==> src/tpc_pkg.sv <==
package tpc_pkg;

    localparam int STORE_DEPTH = 4096;
    localparam int SAMPLE_BITS = 8;
    localparam int ADDR_W      = $clog2(STORE_DEPTH);
    localparam int CNT_W       = ADDR_W + 1;

    localparam int MASK_W   = 16;
    localparam int PRE_W    = 13;
    localparam int PERIOD_W = 17;
    localparam int SIZE_W   = 13;
    localparam int CFG_W    = 17;
    localparam int CFG_IDX_W = 3;
    localparam int PINS_W   = 16;
    localparam int RIDX_W   = 12;
    localparam int TICK_W   = 16;

    localparam int PERIOD_MAX = 65536;

    localparam int QUEUE_DEPTH = 2;
    localparam int QPTR_W      = $clog2(QUEUE_DEPTH);
    localparam int QCNT_W      = $clog2(QUEUE_DEPTH + 1);

    localparam logic [CFG_IDX_W-1:0] CFG_EDGE_MASK     = 3'd0;
    localparam logic [CFG_IDX_W-1:0] CFG_TRIGGER_LEVEL = 3'd1;
    localparam logic [CFG_IDX_W-1:0] CFG_PRETRIGGER    = 3'd2;
    localparam logic [CFG_IDX_W-1:0] CFG_SAMPLE_PERIOD = 3'd3;
    localparam logic [CFG_IDX_W-1:0] CFG_CAPTURE_SIZE  = 3'd4;

    typedef enum logic [2:0] {
        OP_TICK  = 3'd0,
        OP_START = 3'd1,
        OP_STOP  = 3'd2,
        OP_CLEAR = 3'd3,
        OP_READ  = 3'd4
    } op_t;

    typedef enum logic [2:0] {
        MODE_STANDBY = 3'd0,
        MODE_WAIT    = 3'd1,
        MODE_AFTER   = 3'd2,
        MODE_ONCE    = 3'd3,
        MODE_DONE    = 3'd4
    } mode_t;

    typedef enum logic [2:0] {
        K_TICK,
        K_START,
        K_STOP,
        K_CLEAR,
        K_READ,
        K_NONE
    } kind_t;

    typedef struct packed {
        kind_t                  kind;
        logic                   hit;
        logic                   in_range;
        logic [SAMPLE_BITS-1:0] sample;
        logic [ADDR_W-1:0]      addr;
    } cmd_t;

    typedef struct packed {
        logic [MASK_W-1:0]   edge_mask;
        logic [MASK_W-1:0]   trigger_level;
        logic [PRE_W-1:0]    pretrigger_count;
        logic [PERIOD_W-1:0] sample_period;
        logic [SIZE_W-1:0]   capture_size;
    } cfg_t;

endpackage

==> src/tpc_front.sv <==
module tpc_front
(
    input  logic                         clk,
    input  logic                         rst_n,
    input  logic                         in_valid,
    output logic                         in_ready,
    input  logic [2:0]                   opcode,
    input  logic [tpc_pkg::PINS_W-1:0]   pins,
    input  logic [tpc_pkg::RIDX_W-1:0]   read_index,
    input  tpc_pkg::cfg_t                cfg,
    output logic                         push,
    input  logic                         queue_ready,
    output tpc_pkg::cmd_t                cmd
);
    import tpc_pkg::*;

    logic [PINS_W-1:0] prev_pins_reg;
    logic [PINS_W-1:0] prev_pins_next;
    logic [PINS_W-1:0] rise;
    logic [PINS_W-1:0] fall;
    logic [PINS_W-1:0] hits;
    kind_t             kind;

    assign in_ready = queue_ready;
    assign push     = in_valid && queue_ready;

    // edge test against the previous tick
    assign rise = pins & ~prev_pins_reg;
    assign fall = prev_pins_reg & ~pins;
    assign hits = cfg.edge_mask & ((rise & cfg.trigger_level) | (fall & ~cfg.trigger_level));

    always_comb
    begin
        unique case (opcode)
            OP_TICK:  kind = K_TICK;
            OP_START: kind = K_START;
            OP_STOP:  kind = K_STOP;
            OP_CLEAR: kind = K_CLEAR;
            OP_READ:  kind = K_READ;
            default:  kind = K_NONE;
        endcase
    end

    always_comb
    begin
        cmd.kind     = kind;
        cmd.hit      = |hits;
        cmd.in_range = 32'(read_index) < 32'(STORE_DEPTH);
        cmd.sample   = SAMPLE_BITS'(pins);
        cmd.addr     = ADDR_W'(read_index);
    end

    always_comb
    begin
        prev_pins_next = prev_pins_reg;
        if (push && kind == K_TICK)
        begin
            prev_pins_next = pins;
        end
    end

    always_ff @(posedge clk or negedge rst_n)
    begin
        if (!rst_n)
        begin
            prev_pins_reg <= '0;
        end
        else
        begin
            prev_pins_reg <= prev_pins_next;
        end
    end

endmodule

==> config.mk <==
export PLATFORM = sky130hd
export DESIGN_NAME = tpc_front
export DESIGN_NICKNAME = d
export VERILOG_FILES = /design/src/tpc_pkg.sv /design/src/tpc_front.sv
export SDC_FILE = /design/constraint.sdc
export NUM_CORES = 1
export LEC_CHECK = 0
export ABC_AREA = 1
export BUFFER_PORTS_ARGS = -buffer_cell sky130_fd_sc_hd__buf_2
export CORE_ASPECT_RATIO = 2
export CORE_MARGIN = 2
export CORE_UTILIZATION = 39
export DETAILED_ROUTE_END_ITERATION = 10
export PLACE_DENSITY = 0.93
export RECOVER_POWER = 100
export SLEW_MARGIN = 25
export SYNTH_ARGS = -nofsm -noshare
export SYNTH_HDL_FRONTEND = slang
export SYNTH_SLANG_ARGS = --single-unit
==> constraint.sdc <==
create_clock -name clk -period 2.1 [get_ports clk]
set_input_delay 0 -clock clk [delete_from_list [all_inputs] [get_ports clk]]
set_output_delay 0 -clock clk [all_outputs]
set_load 0.02 [all_outputs]
# Yosys cells after proc, flatten, opt, wreduce, memory -nomap -nowiden
# Cells that the tools add are included.
[op_classes] div_mod_pow=0 n_eq_ne=4 n_reduce_logical=5 mux=1 bitwise=9 shift=0 order_cmp=0 add_sub_neg=0 mul=0
[ops] operator="bitwise AND 16 bit" count=5
[ops] operator="NOT 16 bit" count=3
[ops] operator="OR 16 bit" count=1
[ops] operator="OR reduction 16 bit" count=1
[ops] operator="one-hot mux 3 bit (5 select lines)" count=1
[ops] operator="equality test 3 x 2 -> 1 bit, second input constant" count=2
[ops] operator="zero test 3 bit" count=2
[ops] operator="equality test 3 x 1 -> 1 bit, second input constant" count=1
[ops] operator="equality test 3 bit, second input constant" count=1
[ops] operator="logical AND 1 bit" count=2
[word_totals] mem_bits_rw=0 reg_bits=16 latchBits=0 romBits=0 n_memories=0

# Depth between registers and ports, before layout
[depth] ltp_word=6 mapped_depth=9

# Worst setup path after synthesis
# No wires, ideal clock.
[synth_path] kind="register to output" startpoint="register prev_pins_reg[0]" endpoint="output cmd[21] in the netlist's numbering" required_ps=2100 stages_incl_launch_ff=10 arrival_time_ps=911 slack_ps=1189 cell_sequence="dfrtp_1 > inv_1 > nand2_1 > nand2_1 > nand3_1 > nand2_1 > inv_1 > nand2_1 > nor2_1 > nand2_1"
[synth_rtl] element="start: declaration" line="tpc_front.sv:17" source="logic [PINS_W-1:0] prev_pins_reg;"
[synth_rtl] element="start signal: assignment" line="tpc_front.sv:70" source="prev_pins_reg <= prev_pins_next;"
[synth_rtl] element="end: declaration" line="tpc_front.sv:13" source="output tpc_pkg::cmd_t cmd"

==> results.sh <==
export IMPL_run_status="finished clean"
export IMPL_synth_nets=311
export IMPL_area_growth_synth_to_final_pct=11.95
export IMPL_drt_pass1_iterations=4
export IMPL_synth_seq_cells=16
export IMPL_seq_area_frac_synth=0.2920
export IMPL_cts_root_buffer="clkbuf_8"
export IMPL_synth_cell_type_count=18
export IMPL_vdd_ir_drop_max_v=0.0004024
export IMPL_clk_pin_slew_ns=0.06
export IMPL_core_um2=3378
export IMPL_crit_path_start="prev_pins_reg[13]"
export IMPL_min_from="read_index[1]"
export IMPL_cts_tree="done"
export IMPL_cts_buffers=3
export IMPL_routed_wl_um=2699
export IMPL_finish_net_count=359
export IMPL_drv_slew=0
export IMPL_h_tree_depth=1
export IMPL_drive_gt1_frac=0.2915
export IMPL_num_rows=30
export IMPL_grt_usage=0.1435
export IMPL_synth_cells=201
export IMPL_grt_antenna_before_repair=0
export IMPL_dp_cells=275
export IMPL_grt_pass1_wl_um=4333
export IMPL_synth_top_area_frac=0.2920
export IMPL_synth_most_common_cell="nand2_1"
export IMPL_p_leak_nw=0.9226
export IMPL_cap_violations=0
export IMPL_period_needed_ns=1.399
export IMPL_synth_area_leaders="dfrtp_1, nand2_1, buf_4, inv_1, nand3_1"
export IMPL_hold_violations=0
export IMPL_die_width_um=45.93
export IMPL_pin_count=137
export IMPL_tns_ns=0
export IMPL_finish_utilization=0.4544
export IMPL_drtAntennaViolNets=0
export IMPL_path_max_fanout=3
export IMPL_routedWlPerCell_um=9.674
export IMPL_cts_setup_buffers=0
export IMPL_ys_flop_type="dfrtp_1"
export IMPL_hpwl_um=2260
export IMPL_fin_crit_sh=0.6660
export IMPL_grt_max_degree=33
export IMPL_synth_edf_count=0
export IMPL_max_slew_margin=0.4109
export IMPL_syn_area_um2=1371
export IMPL_largest_reg_flops=16
export IMPL_worstPathArrival_ns=1.40
export IMPL_die_area_um2=4035
export IMPL_crit_required_ns=2.10
export IMPL_antenna_cells=0
export IMPL_fp_dieH_um=87.86
export IMPL_power_density_nw_per_um2=602.2
export IMPL_ys_async_sr_fraction=1.000
export IMPL_reg2reg_from="prev_pins_reg[8]"
export IMPL_syn_area_per_cell_um2=6.822
export IMPL_cts_resized=0
export IMPL_tightest_slew_ns=0.8837
export IMPL_vias_per_cell=4.599
export IMPL_clock_sinks=16
export IMPL_critical_path_class="register to output port"
export IMPL_setup_viol=0
export IMPL_rsz0062_at_grt="false"
export IMPL_clk_latency_ns=0.24
export IMPL_cp_start_kind="register"
export IMPL_drt_iter0_markers=16
export IMPL_place_gp_congestion=0.6802
export IMPL_min_path_type="input pin to output port"
export IMPL_grt_pass1_vias=1184
export IMPL_final_cells=279
export IMPL_max_clock_path_buffers=2
export IMPL_yosysTopAreaCell="dfrtp_1"
export IMPL_drcViolationCount=0
export IMPL_vias=1283
export IMPL_numPortBuffers=68
export IMPL_start_util=0.4059
export IMPL_fmax_mhz=715.0
export IMPL_final_fill_count=363
export IMPL_synth_warnings=0
export IMPL_fin_worst_skew_ns=0
export IMPL_end_kind="output port"
export IMPL_ys_top_cells_by_count="nand2_1, inv_1, buf_4"
export IMPL_grt_ovfl_total=0
export IMPL_p_total_uw=924.5
path summary, 6_finish.rpt:
kind	cells past startpoint	slack, ns	endpoint
max	10	0.70	cmd[21]
min	0	0.000009	cmd[1]
max reg2reg	2	1.40	prev_pins_reg[8]
min reg2reg	2	0.51	prev_pins_reg[14]
max in group asynchronous	2	1.17	prev_pins_reg[4]
min in group asynchronous	2	0.39	prev_pins_reg[15]
cell families (layout without fill, tap and decap cells):
logic type / count (synthesis) / in the layout / synth area share
compound gates: 29 / 29 / 0.1670
buf+inv: 64 / 110 / 0.2518
flops: 16 / 16 / 0.2920
other cells: 1 / 1 / 0.002735
simple gates: 91 / 91 / 0.2865
final cells by class:
| class | instances | area, um^2 | share of cell area |
|---|---|---|---|
| Tap cell | 32 | 40.04 | 0.02608 |
| Inverter | 38 | 142.6 | 0.09291 |
| Timing Repair Buffer | 69 | 330.3 | 0.2152 |
| Multi-Input combinational cell | 121 | 580.6 | 0.3782 |
| Clock buffer | 3 | 41.29 | 0.02689 |
| Sequential cell | 16 | 400.4 | 0.2608 |
cells in the final DEF (no fill, tap or decap), drive strengths merged:
master       instances
nand2               62
buf                 52
inv                 36
clkbuf              19
nand3               17
dfrtp               16
nor2                12
o21ai               12
o21bai               8
a21oi                8
clkinv               2
a21o                 1
conb                 1
dlygate4sd3          1
critical path, cell delays in order (launching register included):
cell,delay [ns]
dfrtp_1,0.36
inv_1,0.10
nand2_1,0.07
nand2_1,0.06
nand3_1,0.07
nand2_1,0.07
inv_1,0.04
nand2_1,0.05
nor2_1,0.05
nand2_1,0.05
clkbuf_1,0.23
what timing repair did:
action | CTS | global route
hold buffers | 1 | 0
endpoints found under the setup margin | 0 | 0
endpoints found under the hold margin | 16 | 0
per-layer routing:
layer	vias to the layer above	share of wire	global-route usage
met3	2	0.062	0.01856
met1	557	0.39	0.1456
met5	-	0	0
li1	676	-	-
met2	48	0.54	0.2689
met4	0	0.0085	0.06494
report_power, final:
group / switching (mW) / internal (mW) / total (mW)
logic: 0.170 / 0.127 / 0.297
clock network: 0.0981 / 0.127 / 0.225
registers: 0.0318 / 0.371 / 0.403
total: 0.300 / 0.625 / 0.925
stage by stage:
stage	instance area [um^2]	hold WS, ns	worst slack, ns
after floorplan	1371	-0.2956	1.189
after global placement	1549	-0.06113	1.026
after detailed placement	1549	-0.06159	0.9878
after CTS	1600	0.0001367	0.7490
after global routing	1535	0.00002927	0.5282
final	1535	0.000008826	0.7014
No activity file was read; power rests on OpenSTA's default activity.
