==> config.mk <==
export PLATFORM = sky130hd
export DESIGN_NAME = tpc_queue
export DESIGN_NICKNAME = d
export VERILOG_FILES = /design/src/tpc_pkg.sv /design/src/tpc_queue.sv
export SDC_FILE = /design/constraint.sdc
export NUM_CORES = 1
export LEC_CHECK = 0
export ABC_CLOCK_PERIOD_IN_PS = 2690
export BUFFER_PORTS_ARGS = -buffer_cell sky130_fd_sc_hd__buf_4
export CAP_MARGIN = 25
export CORE_MARGIN = 3
export CORE_UTILIZATION = 50
export DETAILED_ROUTE_END_ITERATION = 7
export PLACE_DENSITY = 0.78
export SLEW_MARGIN = 40
export SYNTH_ARGS = -nofsm -noshare
export SYNTH_HDL_FRONTEND = slang
export SYNTH_SLANG_ARGS = --single-unit
==> constraint.sdc <==
create_clock -name clk -period 2.69 [get_ports clk]
set_clock_uncertainty 0.2 [all_clocks]
set_input_delay 0.538 -clock clk [delete_from_list [all_inputs] [get_ports clk]]
set_output_delay 0.538 -clock clk [all_outputs]
set_load 0.02 [all_outputs]
==> src/tpc_pkg.sv <==
package tpc_pkg;

    localparam int STORE_DEPTH = 4096;
    localparam int SAMPLE_BITS = 8;
    localparam int ADDR_W      = $clog2(STORE_DEPTH);
    localparam int CNT_W       = ADDR_W + 1;

    localparam int MASK_W   = 16;
    localparam int PRE_W    = 13;
    localparam int PERIOD_W = 17;
    localparam int SIZE_W   = 13;
    localparam int CFG_W    = 17;
    localparam int CFG_IDX_W = 3;
    localparam int PINS_W   = 16;
    localparam int RIDX_W   = 12;
    localparam int TICK_W   = 16;

    localparam int PERIOD_MAX = 65536;

    localparam int QUEUE_DEPTH = 2;
    localparam int QPTR_W      = $clog2(QUEUE_DEPTH);
    localparam int QCNT_W      = $clog2(QUEUE_DEPTH + 1);

    localparam logic [CFG_IDX_W-1:0] CFG_EDGE_MASK     = 3'd0;
    localparam logic [CFG_IDX_W-1:0] CFG_TRIGGER_LEVEL = 3'd1;
    localparam logic [CFG_IDX_W-1:0] CFG_PRETRIGGER    = 3'd2;
    localparam logic [CFG_IDX_W-1:0] CFG_SAMPLE_PERIOD = 3'd3;
    localparam logic [CFG_IDX_W-1:0] CFG_CAPTURE_SIZE  = 3'd4;

    typedef enum logic [2:0] {
        OP_TICK  = 3'd0,
        OP_START = 3'd1,
        OP_STOP  = 3'd2,
        OP_CLEAR = 3'd3,
        OP_READ  = 3'd4
    } op_t;

    typedef enum logic [2:0] {
        MODE_STANDBY = 3'd0,
        MODE_WAIT    = 3'd1,
        MODE_AFTER   = 3'd2,
        MODE_ONCE    = 3'd3,
        MODE_DONE    = 3'd4
    } mode_t;

    typedef enum logic [2:0] {
        K_TICK,
        K_START,
        K_STOP,
        K_CLEAR,
        K_READ,
        K_NONE
    } kind_t;

    typedef struct packed {
        kind_t                  kind;
        logic                   hit;
        logic                   in_range;
        logic [SAMPLE_BITS-1:0] sample;
        logic [ADDR_W-1:0]      addr;
    } cmd_t;

    typedef struct packed {
        logic [MASK_W-1:0]   edge_mask;
        logic [MASK_W-1:0]   trigger_level;
        logic [PRE_W-1:0]    pretrigger_count;
        logic [PERIOD_W-1:0] sample_period;
        logic [SIZE_W-1:0]   capture_size;
    } cfg_t;

endpackage

==> src/tpc_queue.sv <==
module tpc_queue
(
    input  logic          clk,
    input  logic          rst_n,
    input  logic          push,
    output logic          push_ready,
    input  tpc_pkg::cmd_t push_cmd,
    input  logic          pop,
    output logic          pop_valid,
    output tpc_pkg::cmd_t pop_cmd
);
    import tpc_pkg::*;

    cmd_t              entry_reg [QUEUE_DEPTH];
    logic [QPTR_W-1:0] wr_ptr_reg;
    logic [QPTR_W-1:0] wr_ptr_next;
    logic [QPTR_W-1:0] rd_ptr_reg;
    logic [QPTR_W-1:0] rd_ptr_next;
    logic [QCNT_W-1:0] count_reg;
    logic [QCNT_W-1:0] count_next;
    logic              do_push;
    logic              do_pop;

    assign push_ready = count_reg != QCNT_W'(QUEUE_DEPTH);
    assign pop_valid  = count_reg != '0;
    assign pop_cmd    = entry_reg[rd_ptr_reg];
    assign do_push    = push && push_ready;
    assign do_pop     = pop && pop_valid;

    always_comb
    begin
        wr_ptr_next = wr_ptr_reg;
        rd_ptr_next = rd_ptr_reg;
        count_next  = count_reg;
        if (do_push)
        begin
            wr_ptr_next = (32'(wr_ptr_reg) == QUEUE_DEPTH - 1) ? '0 : wr_ptr_reg + 1'b1;
        end
        if (do_pop)
        begin
            rd_ptr_next = (32'(rd_ptr_reg) == QUEUE_DEPTH - 1) ? '0 : rd_ptr_reg + 1'b1;
        end
        if (do_push && !do_pop)
        begin
            count_next = count_reg + 1'b1;
        end
        else if (do_pop && !do_push)
        begin
            count_next = count_reg - 1'b1;
        end
    end

    always_ff @(posedge clk or negedge rst_n)
    begin
        if (!rst_n)
        begin
            wr_ptr_reg <= '0;
            rd_ptr_reg <= '0;
            count_reg  <= '0;
        end
        else
        begin
            wr_ptr_reg <= wr_ptr_next;
            rd_ptr_reg <= rd_ptr_next;
            count_reg  <= count_next;
        end
    end

    always_ff @(posedge clk)
    begin
        if (do_push)
        begin
            entry_reg[wr_ptr_reg] <= push_cmd;
        end
    end

endmodule

Word level (Yosys, flattened, before mapping). Memories as Yosys holds them, arrays and structs flattened. Index checks and enable logic that the tools add are counted.

Word-level logic and storage cells: 23. Bits in writable memories: 50. Register bits after elaboration: 4. Memories kept: 1. Input bits: 29.

Memory list: entry_reg (depth 2, bits a word 25, rd ports 1, clocked after memory_dff 0, write ports 1, RTL line tpc_queue.sv:14) `cmd_t entry_reg [QUEUE_DEPTH];`.

Reduce and logical (&&, ||, !) cells: 8. Equality and inequality tests: 1. Add/subtract/negate cells: 4. Multiplexer cells: 6.

Operators with widths (count): 1-bit logical AND (4); 1-bit 2-to-1 mux (4); 2-bit 2-to-1 mux (2); 2-bit nonzero test (2); 1-bit adder, second input constant (2); 2-bit by 1-bit adder with 2-bit output, second input constant (1); 1-bit zero test (2); 2-bit != test, second input constant (1); 2-bit by 1-bit subtractor with 2-bit output, second input constant (1).

Longest topological paths before layout.
Depth after elaboration: 6. Mapped depth: 7. Mapped depth without buffers: 7.

Least setup slack after synthesis. OpenSTA, ideal clock, no wires.

Path type: register to register. Start: register count_reg[0]. End: memory entry_reg[0][0] (netlist bit) (enable). Cell stages (with the launch flop): 4. Arrival time: 1865 ps. Setup slack: 218 ps. Period minus slack after synthesis: 2472 ps. Buffers on the path: 0. Required time: 2083 ps. Cells stage by stage: dfrtp_1 > nand2b_1 > nand2_1 > nor2_1.

Word-level cells in the longest chain between the ends: 4.

Ends and longest elaborated chain: start: declaration (RTL line tpc_queue.sv:19) `logic [QCNT_W-1:0] count_reg;`; start signal: assignment (RTL line tpc_queue.sv:65) `count_reg <= count_next;`; 2-bit != test (RTL line tpc_queue.sv:24) `assign push_ready = count_reg != QCNT_W'(QUEUE_DEPTH);`; named net push_ready (RTL line tpc_queue.sv:6) `output logic push_ready,`; 1-bit logical AND (RTL line tpc_queue.sv:27) `assign do_push = push && push_ready;`; 1-bit 2-to-1 mux (RTL line tpc_queue.sv:71) `if (do_push)`; 1-bit 2-to-1 mux (not written as such) (RTL line tpc_queue.sv:73) `entry_reg[wr_ptr_reg] <= push_cmd;`; end: declaration (RTL line tpc_queue.sv:14).

The timed path passes the listed nets, and every way through them passes these cells.

==> impl_metrics.py <==
metrics = {
    "synthesis": {
        "post_synth_inst_count": 96,
        "synthesis.area_per_instance_um2": 21.9,
        "async_flop_share_pct": 7.41,
        "synth-seq-cells": 54,
        "synth.most_common_cell": "sky130_fd_sc_hd__edfxtp_1",
        "yosysSeqAreaShare_pct": 76.3,
        "synth_area_leaders": "sky130_fd_sc_hd__edfxtp_1 (72%), sky130_fd_sc_hd__mux2_4 (14%), sky130_fd_sc_hd__dfrtp_1 (4.8%)",
        "yosys-top-cells-count": "sky130_fd_sc_hd__edfxtp_1 (50), sky130_fd_sc_hd__mux2_4 (19), sky130_fd_sc_hd__mux2_2 (6), sky130_fd_sc_hd__dfrtp_1 (4), sky130_fd_sc_hd__xnor2_1 (3)",
        "netlist_area_um2": 2100,
        "synth_edf_count": 50,
        "synth_warn": 0,
        "synth_cell_type_count": 15,
        "synthesis.nets": 126,
        "ys.flop_type": "sky130_fd_sc_hd__edfxtp_1",
        "area_share_of_the_leading_cell_type_in_the_synthesized_netlist_pct": 71.5,
        "synth_top_area_cell": "sky130_fd_sc_hd__edfxtp_1",
    },
    "place": {
        "placedCellCount": 200,
        "dp.final_hpwl_um": 2350,
        "gpl_congestion": 0.709,
        "buffer_ports.inserted": 55,
    },
    "global_routing": {
        "grt_util_met1_pct": 15.2,
        "globalRouteMet3Util_pct": 6.11,
        "grt_max_degree": 26,
        "globalRouteOverflowTotal": 0,
        "grt_pass1_wl_um": 5270,
        "grt_pass1_vias": 1129,
        "track_usage_pct": 14.2,
        "gr_busiest_metal": "met2",
        "met2_usage_pct": 24.5,
        "initial_antenna_violation_count": 0,
    },
    "critical_path": {
        "crit_required_ns": 1.95,
        "path_class": "reg -> out",
        "crit_fanout": 9,
        "critical_path_arrival_ns": 1.62,
        "crit_end_element": "output pin",
        "critPathLaunchType": "register",
    },
    "cells_and_area": {
        "final_nets": 190,
        "antenna-diode-count": 0,
        "max_reg_flops": 50,
        "drive_gt1_share_pct": 56.5,
        "area_growth_pct": 26.0,
        "fin_cells": 209,
    },
    "clock_network": {
        "cts_tree": "built",
        "cts_buf_count": 5,
        "ctsResizeCount": 0,
        "clk_root_buffer_cell": "sky130_fd_sc_hd__clkbuf_8",
        "clock_sinks": 54,
        "hold_buffers": 1,
        "cts-htree-levels": 2,
        "cts.repair_timing.setup_buffer_count": 0,
        "cts_max_path_buffers": 2,
        "cts.reportedPaths.clkPinSlew_ns": 0.09,
        "clkLatencyLatePin_ns": 0.30,
    },
    "hold_path": {
        "timing.hold.worst.class": "in -> reg",
    },
    "routing": {
        "initial_drt_pass_iterations": 4,
        "drtIter0Drc": 52,
        "wl_um": 3290,
        "route.antenna.remaining_nets": 0,
        "routed_via_density": 4.94,
        "dr_total_vias": 1032,
        "routed_wire_length_per_instance_um": 15.7,
        "drc_errors": 0,
    },
    "timing": {
        "max_slew_margin_pct": 77.2,
        "tightestPinTransition_ns": 0.342,
        "max_freq_mhz": 424,
        "rsz0062_at_grt": "false",
        "finalCriticalPeriod_ns": 2.36,
        "final-setup-viol-count": 0,
        "timing.final.crit_share_pct": 87.7,
        "hold_violations": 0,
        "timing_max_transition_violations_final": 0,
        "tns_ns": 0,
    },
    "floorplanning": {
        "placeable_core_region_um2": 3850,
        "start_util_pct": 54.5,
        "design.portCount": 56,
        "floorplan.die.height_um": 70.8,
        "dieArea_um2": 5010,
        "placementRows": 22,
        "dieWidth_um": 70.8,
    },
    "run_status": {
        "run_status": "completed",
    },
    "job": {
        "cap_viol_max_count": 0,
    },
    "power_and_ir_drop": {
        "cellPowerDensity_nw_per_um2": 1070,
        "irDropWorstVdd_mv": 0.834,
        "p_leak_uw": 0.00107,
    },
}
-- where the power goes --
part	switching, uW	total (uW)	internal [uW]
clock network	236	415	179
logic	581	1170	589
registers	86.9	1240	1150
-- cell families after synthesis --
logic type,Yosys count,synth area share [%]
simple gates,7,1.61
buf+inv,4,2.62
mux,25,16.8
xor+xnor,5,2.09
fa+ha+maj,1,0.596
flops,54,76.3
-- per-stage QoR --
step	total power, uW	hold slack, ns	setup WS [ns]	utilization, %	cell area (um2)
CTS	2860	0.203	0.303	68.6	2650
global route	2970	0.196	0.227	68.6	2650
floorplan	2090	0.0424	0.218	-	2100
detailed placement	2450	0.141	0.640	66.3	2550
global placement	2410	0.137	0.647	66.3	2550
finish	2830	0.215	0.331	68.6	2650
-- final timing paths --
kind                               from              end  slack [ns]  cells after the start
min in group asynchronous         rst_n     count_reg[0]        0.37                      2
max in group asynchronous         rst_n     count_reg[1]        1.82                      2
setup / recovery             rd_ptr_reg       pop_cmd[8]        0.33                      3
hold reg to reg            count_reg[1]     count_reg[1]        0.31                      1
setup reg to reg           count_reg[0]     count_reg[1]        0.95                      6
hold / removal              push_cmd[9]  entry_reg[0][9]        0.22                      1
-- metal layers --
metal	wire (um)	share of wire (%)	vias to the layer above
met5	0	0	-
met4	62	1.9	0
met3	273	8.3	6
met2	1680	51	40
met1	1270	39	496
li1	-	-	490
-- critical path, cell delays in order (launching register included) --
cell,delay (ns)
sky130_fd_sc_hd__dfrtp_1,0.55
sky130_fd_sc_hd__buf_4,0.29
sky130_fd_sc_hd__mux2_4,0.32
sky130_fd_sc_hd__buf_4,0.16
-- area by class of cell --
class                   count  area (um2)
clock buffers               6        72.6
clock inverters             2        8.76
fillers                   272        1210
inverters                   1        3.75
multi-input cells          38         445
flip-flops and latches     54        1600
well taps                  48        60.1
repair buffers             60         453
-- placed cells by master, fill, tap and decap left out, drive strengths merged --
cell type / synthesis / routed
and3: 1 / 1
buf: 3 / 59
clkbuf: 0 / 6
clkinv: 0 / 2
dfrtp: 4 / 4
dlygate4sd3: 0 / 1
edfxtp: 50 / 50
ha: 1 / 1
inv: 1 / 1
mux2: 25 / 25
nand2: 2 / 2
nand2b: 1 / 1
nor2: 2 / 2
or2: 1 / 1
xnor2: 3 / 3
xor2: 2 / 2
(Power assumes the default switching activity.)
